==> src/design/hcd_pkg.sv <==
package hcd_pkg;

   typedef enum logic [2:0] {
      PH_LEAD   = 3'd0,
      PH_SIGNED = 3'd1,
      PH_ZERO   = 3'd2,
      PH_XPFX   = 3'd3,
      PH_DIGITS = 3'd4,
      PH_DATA   = 3'd5,
      PH_TRAIL  = 3'd6,
      PH_END    = 3'd7
   } phase_type;

   localparam logic [1:0] STATUS_RUN  = 2'd0;
   localparam logic [1:0] STATUS_DONE = 2'd1;
   localparam logic [1:0] STATUS_BAD  = 2'd2;

   localparam logic [7:0] CHAR_CR    = 8'h0d;
   localparam logic [7:0] CHAR_LF    = 8'h0a;
   localparam logic [7:0] CHAR_TAB   = 8'h09;
   localparam logic [7:0] CHAR_SPACE = 8'h20;
   localparam logic [7:0] CHAR_PLUS  = 8'h2b;
   localparam logic [7:0] CHAR_MINUS = 8'h2d;
   localparam logic [7:0] CHAR_ZERO  = 8'h30;
   localparam logic [7:0] CHAR_LOW_X = 8'h78;
   localparam logic [7:0] CHAR_UP_X  = 8'h58;

   // trailing pair after the chunk data
   localparam int TRAIL_LEN = 2;

   // classified input request
   typedef struct packed {
      logic [7:0] data;
      logic       last;
      logic       is_hex;
      logic [3:0] hex_val;
      logic       is_space;
      logic       is_plus;
      logic       is_minus;
      logic       is_zero;
      logic       is_x;
      logic       is_cr;
      logic       is_lf;
   } item_type;

   typedef struct packed {
      logic [7:0] out_byte;
      logic       byte_valid;
      logic [1:0] status;
   } result_type;

endpackage

==> src/design/hcd_fifo.sv <==
module hcd_fifo #(
   parameter int Width = 8,
   parameter int Depth = 4
) (
   input  logic             clock,
   input  logic             reset,
   input  logic             push,
   input  logic [Width-1:0] wdata,
   output logic             full,
   input  logic             pop,
   output logic [Width-1:0] rdata,
   output logic             empty
);

   localparam int PtrBits = (Depth > 1) ? $clog2(Depth) : 1;
   localparam int CntBits = $clog2(Depth + 1);

   logic [Width-1:0]   mem_ff [Depth];
   logic [PtrBits-1:0] wr_ptr_ff, wr_ptr_in;
   logic [PtrBits-1:0] rd_ptr_ff, rd_ptr_in;
   logic [CntBits-1:0] cnt_ff, cnt_in;
   logic               do_push, do_pop;

   assign full    = (cnt_ff == CntBits'(Depth));
   assign empty   = (cnt_ff == '0);
   assign do_push = push & ~full;
   assign do_pop  = pop & ~empty;
   assign rdata   = mem_ff[rd_ptr_ff];

   always_comb begin
      wr_ptr_in = wr_ptr_ff;
      rd_ptr_in = rd_ptr_ff;
      cnt_in    = cnt_ff;
      if (do_push) begin
         wr_ptr_in = (wr_ptr_ff == PtrBits'(Depth - 1)) ? '0 : wr_ptr_ff + 1'b1;
      end
      if (do_pop) begin
         rd_ptr_in = (rd_ptr_ff == PtrBits'(Depth - 1)) ? '0 : rd_ptr_ff + 1'b1;
      end
      if (do_push && !do_pop) begin
         cnt_in = cnt_ff + 1'b1;
      end else if (do_pop && !do_push) begin
         cnt_in = cnt_ff - 1'b1;
      end
   end

   always_ff @(posedge clock) begin
      if (reset) begin
         wr_ptr_ff <= '0;
         rd_ptr_ff <= '0;
         cnt_ff    <= '0;
      end else begin
         wr_ptr_ff <= wr_ptr_in;
         rd_ptr_ff <= rd_ptr_in;
         cnt_ff    <= cnt_in;
      end
   end

   always_ff @(posedge clock) begin
      if (do_push) begin
         mem_ff[wr_ptr_ff] <= wdata;
      end
   end

endmodule

==> src/design/hcd_front.sv <==
module hcd_front (
   input  logic              in_byte_valid,
   input  logic [7:0]        in_byte,
   input  logic              in_last,
   input  logic              queue_full,
   output logic              queue_push,
   output hcd_pkg::item_type item
);

   assign queue_push = in_byte_valid & ~queue_full;

   always_comb begin
      item          = '0;
      item.data     = in_byte;
      item.last     = in_last;
      item.is_space = (in_byte == hcd_pkg::CHAR_SPACE) ||
                      (in_byte >= hcd_pkg::CHAR_TAB && in_byte <= hcd_pkg::CHAR_CR);
      item.is_plus  = (in_byte == hcd_pkg::CHAR_PLUS);
      item.is_minus = (in_byte == hcd_pkg::CHAR_MINUS);
      item.is_zero  = (in_byte == hcd_pkg::CHAR_ZERO);
      item.is_x     = (in_byte == hcd_pkg::CHAR_LOW_X) || (in_byte == hcd_pkg::CHAR_UP_X);
      item.is_cr    = (in_byte == hcd_pkg::CHAR_CR);
      item.is_lf    = (in_byte == hcd_pkg::CHAR_LF);
      case (in_byte) inside
         ["0":"9"]: begin
            item.is_hex  = 1'b1;
            item.hex_val = in_byte[3:0];
         end
         ["a":"f"], ["A":"F"]: begin
            item.is_hex  = 1'b1;
            item.hex_val = in_byte[3:0] + 4'd9;
         end
         default: begin
            item.is_hex  = 1'b0;
            item.hex_val = '0;
         end
      endcase
   end

endmodule

==> src/design/hcd_back.sv <==
module hcd_back #(
   parameter int SizeBits = 32
) (
   input  logic                clock,
   input  logic                reset,
   input  logic                item_ready,
   input  hcd_pkg::item_type   item,
   output logic                item_pop,
   input  logic                rsp_full,
   output logic                rsp_push,
   output hcd_pkg::result_type rsp
);

   hcd_pkg::phase_type  phase_ff, phase_in;
   logic [SizeBits-1:0] count_ff, count_in;
   logic                crp_ff, crp_in;
   logic                neg_ff, neg_in;
   logic                ds_ff, ds_in;
   logic                ds_v;
   logic                fire;

   assign fire     = item_ready & ~rsp_full;
   assign item_pop = fire;
   assign rsp_push = fire;

   // next state
   always_comb begin
      phase_in = phase_ff;
      count_in = count_ff;
      crp_in   = crp_ff;
      neg_in   = neg_ff;
      ds_in    = ds_ff;
      ds_v     = ds_ff;
      case (phase_ff)
         hcd_pkg::PH_END: begin
         end
         hcd_pkg::PH_DATA: begin
            if (count_ff <= SizeBits'(1)) begin
               phase_in = hcd_pkg::PH_TRAIL;
               count_in = SizeBits'(hcd_pkg::TRAIL_LEN);
            end else begin
               count_in = count_ff - 1'b1;
            end
         end
         hcd_pkg::PH_TRAIL: begin
            if (count_ff <= SizeBits'(1)) begin
               phase_in = hcd_pkg::PH_LEAD;
               count_in = '0;
            end else begin
               count_in = count_ff - 1'b1;
            end
         end
         default: begin
            if (crp_ff && item.is_lf) begin
               crp_in = 1'b0;
               neg_in = 1'b0;
               ds_in  = 1'b0;
               if (count_ff == '0) begin
                  phase_in = hcd_pkg::PH_END;
                  count_in = SizeBits'(hcd_pkg::STATUS_DONE);
               end else if (neg_ff) begin
                  phase_in = hcd_pkg::PH_END;
                  count_in = SizeBits'(hcd_pkg::STATUS_BAD);
               end else begin
                  phase_in = hcd_pkg::PH_DATA;
               end
            end else begin
               // a held CR that did not open CR LF is plain whitespace
               if (crp_ff && phase_ff != hcd_pkg::PH_LEAD) begin
                  ds_v = 1'b1;
               end
               crp_in = 1'b0;
               ds_in  = ds_v;
               if (item.is_cr) begin
                  crp_in = 1'b1;
               end else if (!ds_v) begin
                  if (phase_ff == hcd_pkg::PH_LEAD && item.is_space) begin
                  end else if (phase_ff == hcd_pkg::PH_LEAD &&
                               (item.is_plus || item.is_minus)) begin
                     neg_in   = neg_ff | item.is_minus;
                     phase_in = hcd_pkg::PH_SIGNED;
                  end else if ((phase_ff == hcd_pkg::PH_LEAD ||
                                phase_ff == hcd_pkg::PH_SIGNED) && item.is_zero) begin
                     phase_in = hcd_pkg::PH_ZERO;
                  end else if (phase_ff == hcd_pkg::PH_ZERO && item.is_x) begin
                     phase_in = hcd_pkg::PH_XPFX;
                  end else if (item.is_hex) begin
                     if (count_ff[SizeBits-1 -: 4] != 4'd0) begin
                        phase_in = hcd_pkg::PH_END;
                        count_in = SizeBits'(hcd_pkg::STATUS_BAD);
                        crp_in   = 1'b0;
                        neg_in   = 1'b0;
                        ds_in    = 1'b0;
                     end else begin
                        count_in = {count_ff[SizeBits-5:0], item.hex_val};
                        phase_in = hcd_pkg::PH_DIGITS;
                     end
                  end else begin
                     ds_in = 1'b1;
                  end
               end
            end
         end
      endcase
   end

   // result
   always_comb begin
      rsp            = '0;
      rsp.out_byte   = (phase_ff == hcd_pkg::PH_DATA) ? item.data : 8'd0;
      rsp.byte_valid = (phase_ff == hcd_pkg::PH_DATA);
      if (phase_in == hcd_pkg::PH_END) begin
         rsp.status = count_in[1:0];
      end else if (item.last) begin
         rsp.status = hcd_pkg::STATUS_BAD;
      end else begin
         rsp.status = hcd_pkg::STATUS_RUN;
      end
   end

   always_ff @(posedge clock) begin
      if (reset || (fire && item.last)) begin
         phase_ff <= hcd_pkg::PH_LEAD;
         count_ff <= '0;
         crp_ff   <= 1'b0;
         neg_ff   <= 1'b0;
         ds_ff    <= 1'b0;
      end else if (fire) begin
         phase_ff <= phase_in;
         count_ff <= count_in;
         crp_ff   <= crp_in;
         neg_ff   <= neg_in;
         ds_ff    <= ds_in;
      end
   end

endmodule

==> src/design/http_chunked_decoder.sv <==
// HTTP chunked body decoder. Raw body bytes enter through a queue-style port
// (push/full) and one result per byte leaves through another (empty/pop), in
// order. Sustained rate is one byte per clock while neither queue is full; each
// request is registered in the input queue, and the back end reads the head of
// the input queue, updates size and phase and writes the output queue in that
// same cycle. Data bytes stream out with byte_valid set before the chunk is
// known to be well formed, so a consumer drops them when status reports
// malformed. last_byte returns the decoder to its start state. SIZE_BITS sets
// the widest chunk size accepted.
module http_chunked_decoder #(
   parameter int SIZE_BITS  = 32,
   parameter int FIFO_DEPTH = 4
) (
   input  logic       clock,
   input  logic       reset,
   input  logic       push,
   output logic       full,
   input  logic [7:0] req_in_byte,
   input  logic       req_last_byte,
   output logic       empty,
   input  logic       pop,
   output logic [7:0] rsp_out_byte,
   output logic       rsp_byte_valid,
   output logic [1:0] rsp_status
);

   hcd_pkg::item_type   front_item, back_item;
   hcd_pkg::result_type back_rsp, out_rsp;
   logic                front_push;
   logic                mid_empty, mid_pop;
   logic                out_full, out_push;

   hcd_front u_front (
      .in_byte_valid (push),
      .in_byte       (req_in_byte),
      .in_last       (req_last_byte),
      .queue_full    (full),
      .queue_push    (front_push),
      .item          (front_item)
   );

   hcd_fifo #(
      .Width ($bits(hcd_pkg::item_type)),
      .Depth (FIFO_DEPTH)
   ) u_mid_fifo (
      .clock (clock),
      .reset (reset),
      .push  (front_push),
      .wdata (front_item),
      .full  (full),
      .pop   (mid_pop),
      .rdata (back_item),
      .empty (mid_empty)
   );

   hcd_back #(
      .SizeBits (SIZE_BITS)
   ) u_back (
      .clock      (clock),
      .reset      (reset),
      .item_ready (~mid_empty),
      .item       (back_item),
      .item_pop   (mid_pop),
      .rsp_full   (out_full),
      .rsp_push   (out_push),
      .rsp        (back_rsp)
   );

   hcd_fifo #(
      .Width ($bits(hcd_pkg::result_type)),
      .Depth (FIFO_DEPTH)
   ) u_out_fifo (
      .clock (clock),
      .reset (reset),
      .push  (out_push),
      .wdata (back_rsp),
      .full  (out_full),
      .pop   (pop),
      .rdata (out_rsp),
      .empty (empty)
   );

   assign rsp_out_byte   = out_rsp.out_byte;
   assign rsp_byte_valid = out_rsp.byte_valid;
   assign rsp_status     = out_rsp.status;

`ifndef NO_ASSERTIONS
   a_one_result_per_request: assert property (@(posedge clock) disable iff (reset)
      mid_pop == out_push) else $error("back end consumed a request without a result");

   a_no_push_when_full: assert property (@(posedge clock) disable iff (reset)
      out_push |-> !out_full) else $error("result pushed into a full queue");

   a_status_code: assert property (@(posedge clock) disable iff (reset)
      !empty |-> rsp_status <= hcd_pkg::STATUS_BAD) else $error("undefined status code");

   a_empty_after_reset: assert property (@(posedge clock)
      (!reset && $past(reset)) |-> empty && mid_empty)
      else $error("queues not empty after reset");
`endif

endmodule

==> config.mk <==
export PLATFORM = sky130hd
export DESIGN_NAME = http_chunked_decoder
export DESIGN_NICKNAME = d
export VERILOG_FILES = /design/src/design/hcd_pkg.sv /design/src/design/hcd_fifo.sv /design/src/design/hcd_front.sv /design/src/design/hcd_back.sv /design/src/design/http_chunked_decoder.sv
export SDC_FILE = /design/constraint.sdc
export NUM_CORES = 1
export LEC_CHECK = 0
export BUFFER_PORTS_ARGS = -buffer_cell sky130_fd_sc_hd__buf_2
export CAP_MARGIN = 5
export CORE_ASPECT_RATIO = 1.4
export CORE_MARGIN = 2
export CORE_UTILIZATION = 50
export CTS_CLUSTER_DIAMETER = 30
export DETAILED_ROUTE_END_ITERATION = 8
export GPL_TIMING_DRIVEN = 0
export PLACE_DENSITY_LB_ADDON = 0.08
export SLEW_MARGIN = 20
export SYNTH_ARGS = -nofsm -noshare
export SYNTH_HDL_FRONTEND = slang
export SYNTH_SLANG_ARGS = --single-unit
==> constraint.sdc <==
create_clock -name clock -period 4.5 [get_ports clock]
set_clock_uncertainty 0.2 [all_clocks]
set_input_delay 0.675 -clock clock [delete_from_list [all_inputs] [get_ports clock]]
set_output_delay 0.675 -clock clock [all_outputs]
set_load 0.02 [all_outputs]
**After elaboration in Yosys (flattened, before gate mapping)**

Memory sizes are Yosys's and may differ from the RTL's. A register that Yosys moved wholly into a read port is not among the register bits.
Cells that the tools add are included.

- Add/sub/neg operators: 10
- Reductions and logical operators: 40
- Equality and inequality tests: 32
- Bitwise operators: 13
- Muxes and demuxes: 71
- $lt $le $gt $ge: 9

Operator list:

| operator | count |
|---|---|
| $mux 32 | 13 |
| $pmux 32 s3 | 1 |
| $mux 3 | 15 |
| $eq 8x6->1 const B | 4 |
| $le 32x1->1 const B | 1 |
| $logic_not 32->1 | 1 |
| $sub 32x1->32 const B | 1 |
| $mux 1 | 26 |
| $mux 2 | 12 |
| $ne 4x2->1 const B | 5 |
| $eq 3x3->1 const B | 6 |
| $eq 8x4->1 const B | 2 |
| $eq 8x7->1 const B | 2 |
| $ge 8x7->1 const B | 2 |
| $le 8x7->1 const B | 2 |
| $logic_and 1x1->1 | 15 |
| $mux 5 | 2 |
| $reduce_and 10->1 | 1 |
| $logic_not 3->1 | 3 |
| $pmux 3 s3 | 1 |
| $reduce_and 9->1 | 1 |
| $reduce_bool 3->1 | 3 |
| $add 2x1->2 const B | 4 |
| $eq 2x2->1 const B | 4 |
| other kinds (24) | 48 |

- Output and inout bits: 13
- Logic and storage cells: 189
- Memories: 2
- Bits in writable memories: 128
- Register bits after elaboration: 52
- Input bits: 13

Memory list:

| memory | depth | width | read ports | clocked after memory_dff | wr ports | line | source |
|---|---|---|---|---|---|---|---|
| u_mid_fifo.mem_ff | 4 | 21 | 1 | 1 | 1 | hcd_fifo.sv:18 | `logic [Width-1:0] mem_ff [Depth];` |
| u_out_fifo.mem_ff | 4 | 11 | 1 | 1 | 1 | hcd_fifo.sv:18 |  |

**Depth between registers and ports, before layout**

- Depth after elaboration: 13
- Mapped depth: 12
- Gate-level depth less buffers: 10

**Hierarchy**

A second synthesis with hierarchy kept.

- Cells, all modules: 713
- Area total of the unflattened synthesis: 8,797.2 µm²

Modules (own cells, without submodules):

| module | instances | seq. area each (µm²) | cells each | area an instance (µm²) |
|---|---|---|---|---|
| hcd_fifo (u_mid_fifo) | 1 | 2,702.6 | 159 | 3,537.1 |
| hcd_back | 1 | 760.7 | 391 | 2,776.4 |
| hcd_fifo (u_out_fifo) | 1 | 1,501.4 | 107 | 2,073.2 |
| hcd_front | 1 | 0.0 | 55 | 406.6 |
| http_chunked_decoder | 1 | 0.0 | 1 | 3.8 |

**Least setup slack after synthesis**

No wires, ideal clock.

- Path kind: flip-flop to flip-flop
- From: register u_back.count_ff[13]
- To: memory u_out_fifo.mem_ff[0][1] in the netlist's numbering, data pin
- Period minus slack after synthesis: 3,342 ps
- Stages on the path, launching flop included: 9
- Library setup time: 266 ps
- Data required time: 4,034 ps
- Path slack: 1,158 ps
- Path buffers: 1
- Data arrival time: 2,876 ps
- Cell sequence: dfxtp_1 > or3_1 > or4_1 > clkbuf_1 > or4_4 > nor3b_1 > o32a_1 > nor3_1 > mux2_2

RTL lines:

| element | line | source |
|---|---|---|
| start, declared | hcd_back.sv:15 | `logic [SizeBits-1:0] count_ff, count_in;` |
| start signal, assigned | hcd_back.sv:130 | `count_ff <= count_in;` |
| end, declared | hcd_fifo.sv:18 |  |

==> impl_metrics.toml <==
[logic_synthesis]
yosys_register_bits = 184
synth_edf_count = 128
syn_nets = 747
ys_seq_area_share_pct = 57.78
post-synth-top-count-cell = "edfxtp_1"
synth_common_cells = "128 x edfxtp_1, 77 x nor2_1, 56 x dfxtp_1, 56 x nand2_1, 36 x a21oi_1"
synth_top_area_cell = "edfxtp_1"
synth_area_um2 = 8593
synthCells = 713
ys_warn_count = 0
yosysTopAreaCellShare_pct = 44.73
avgSynthCellArea_um2 = 12.05
synth_flop_cell = "edfxtp_1"
async_flop_share_pct = 0
synth.area.top_cells = "edfxtp_1 45%, dfxtp_1 13%, mux4_2 8.1%"
yosysUniqueCellTypes = 61

[setup_path]
cp_data_required_time_ns = 4.66
worst-path-max-fanout = 10
setup.worst_path.start_class = "flip-flop"
cp.arrival_ns = 3.90
ff2ff_path_depth = 11
crit_path_end_kind = "flip-flop"
crit_type = "flip-flop to flip-flop"

[place]
dp.cells = 940
place_hpwl_um = 13590
place_congestion = 0.9200
pre_cts_slack_ns = 0.7361
port_buffers = 24

[sta]
worst_slack_ns = 0.7567
fmax_mhz = 267.1
fin_crit_ns = 3.743
rsz0062_at_grt = "false"
setup_tns_ns = 0
hold_viol = 0
slew_headroom_pct = 41.86
worst_pin_slew_ns = 0.8721
finalSetupViolCount = 0
fin_crit_sh_pct = 83.18
drv_slew = 0

[power_and_ir_drop]
leakagePower_nw = 3.340
netSwitchingPower_mw = 2.596
pwr-share-seq_pct = 34.3
power_density_nw_per_um2 = 685.6
p_int_mw = 3.980
swShare_pct = 39.47
combPwrFrac_pct = 42.9
vdd_drop_max_mv = 0.3019
pwr-share-clk_pct = 22.8

[detailed_routing]
drt_wl_total_um = 19230
drt-initial-drc-count = 474
vias_per_cell = 6.113
antenna_left = 0
drc = 0
vias = 5942
drtPass1Iterations = 5
drt-wirelength-per-cell_um = 19.79

[clock_tree]
cts_buffers = 17
clk_latency_ns = 0.43
cts-root-buf = "clkbuf_16"
clk_path_buf_depth = 2
clkSinkCount = 184
cts.clk_slew.worst_paths_ns = 0.07
htreeDepth = 4
cts_repair_resize_count = 0
cts_tree = "built"
postCtsSetupBuffers = 0
holdBufCountCts = 0

[final_layout]
seq_area_um2 = 4965
multi_input_area_um2 = 3403
final_cells = 972
drive_gt1_share_pct = 14.30
area_growth_pct = 11.62
antenna_cells = 0
nets = 790
nFillCells = 1440

[floorplanning]
ios = 26
rows = 56
fp.coreArea_um2 = 16820
die_area_um2 = 18270
die_x_um = 114.8
fp.dieH_um = 159.1
start_util_pct = 51.10

[min_path]
holdPathStages = 1
hold_path_class = "primary input to flip-flop"

[global_route]
grt_pass1_vias = 6044
grt.overflow.total = 0
grt_max_degree = 22
track_usage_pct = 22.10
grt_pass1_wl_um = 31310
antenna_found_initial = 0

[flow_run]
maxCapViolations = 0

[status]
status = "finished, final reports clean"
-- layout by cell type, fill, tap and decap left out, types with 9 or more instances in the layout --
| cell type | netlist | final |
|---|---|---|
| o21ai_0 | 31 | 31 |
| dfxtp_1 | 56 | 56 |
| inv_1 | 19 | 19 |
| mux4_2 | 31 | 31 |
| buf_2 | 6 | 30 |
| clkbuf_16 | 0 | 17 |
| a22oi_1 | 9 | 9 |
| nor2_1 | 77 | 77 |
| ha_1 | 19 | 19 |
| nand2_1 | 56 | 56 |
| nor3_1 | 32 | 32 |
| xor2_1 | 13 | 13 |
| a21oi_1 | 36 | 36 |
| nand3_1 | 12 | 12 |
| a221oi_1 | 12 | 12 |
| clkbuf_1 | 28 | 29 |
| nor2b_1 | 12 | 12 |
| edfxtp_1 | 128 | 128 |
| o31ai_1 | 12 | 12 |
-- cell type report --
type	count	share of cell area (%)
flip-flops and latches	184	51.76
multi-input cells	470	35.48
clock buffers	18	4.474
well taps	203	2.648
clock inverters	14	1.918
plain buffers	38	1.644
repair buffers	24	1.252
inverters	21	0.8218
-- power by group through the flow --
stage	combinational, mW	sequential (mW)	clock (mW)
after detailed placement	2.81	2.29	0
after floorplan	2.12	2.24	0
after global placement	2.75	2.27	0
final	2.82	2.26	1.50
after global routing	3.13	2.28	1.59
after CTS	2.82	2.26	1.53
-- metrics by stage --
step	utilization (%)	instance area [um^2]	hold slack [ns]	total power, mW
after floorplan	-	8593	0.2486	4.360
after global placement	53.33	8967	0.2635	5.020
after detailed placement	53.39	8977	0.2753	5.099
after CTS	57.03	9590	0.2448	6.600
after global routing	57.04	9592	0.2532	7.007
final	57.04	9592	0.2604	6.576
-- final timing paths --
path,start,to,slack (ns)
setup / recovery,flip-flop,u_back.count_ff[16]$_SDFFE_PP0P_,0.76
hold reg to reg,u_back.ds_ff$_SDFFE_PP0P_,u_back.ds_ff$_SDFFE_PP0P_,0.29
hold / removal,req_last_byte,u_mid_fifo.mem_ff[2][12]$_DFFE_PP_,0.26
setup reg to reg,flip-flop,u_back.count_ff[16]$_SDFFE_PP0P_,0.76
-- per-layer routing --
layer,share of wire (%),up-vias,track usage [%]
met2,52,190,38.06
li1,-,2792,-
met4,2.6,0,9.091
met3,4.1,45,4.225
met5,0,-,0
met1,41,2915,27.05
-- cell families after synthesis --
logic type	after synthesis	share of synthesized area, %
muxes	42	9.450
DFF	184	57.78
AOI/OAI and AO/OA	144	11.23
xor gates and xnor gates	18	1.835
adders and majority gates	21	3.232
and+or+nand+nor	245	13.73
buffers and inverters	59	2.752
-- sequential cells by signal, summed over array words and instances (netlist names), 3 cells and up, named ones only --
name and flops:
u_back.phase_ff 3, u_mid_fifo.mem_ff 84, u_out_fifo.cnt_ff 3, u_back.count_ff 32, u_out_fifo.mem_ff 44, u_mid_fifo.cnt_ff 3
-- worst max-delay path: stages (launching register included) --
cell and delay, ns:
dfxtp_1 0.30, clkbuf_1 0.33, buf_2 0.35, mux4_2 0.40, a211o_1 0.39, nand3b_1 0.24, nor4_1 0.53, clkbuf_1 0.49
nand2_1 0.14, o21ai_0 0.11, a22oi_1 0.10, nor2_1 0.09
Note: power is estimated with default switching activity, not from simulation.
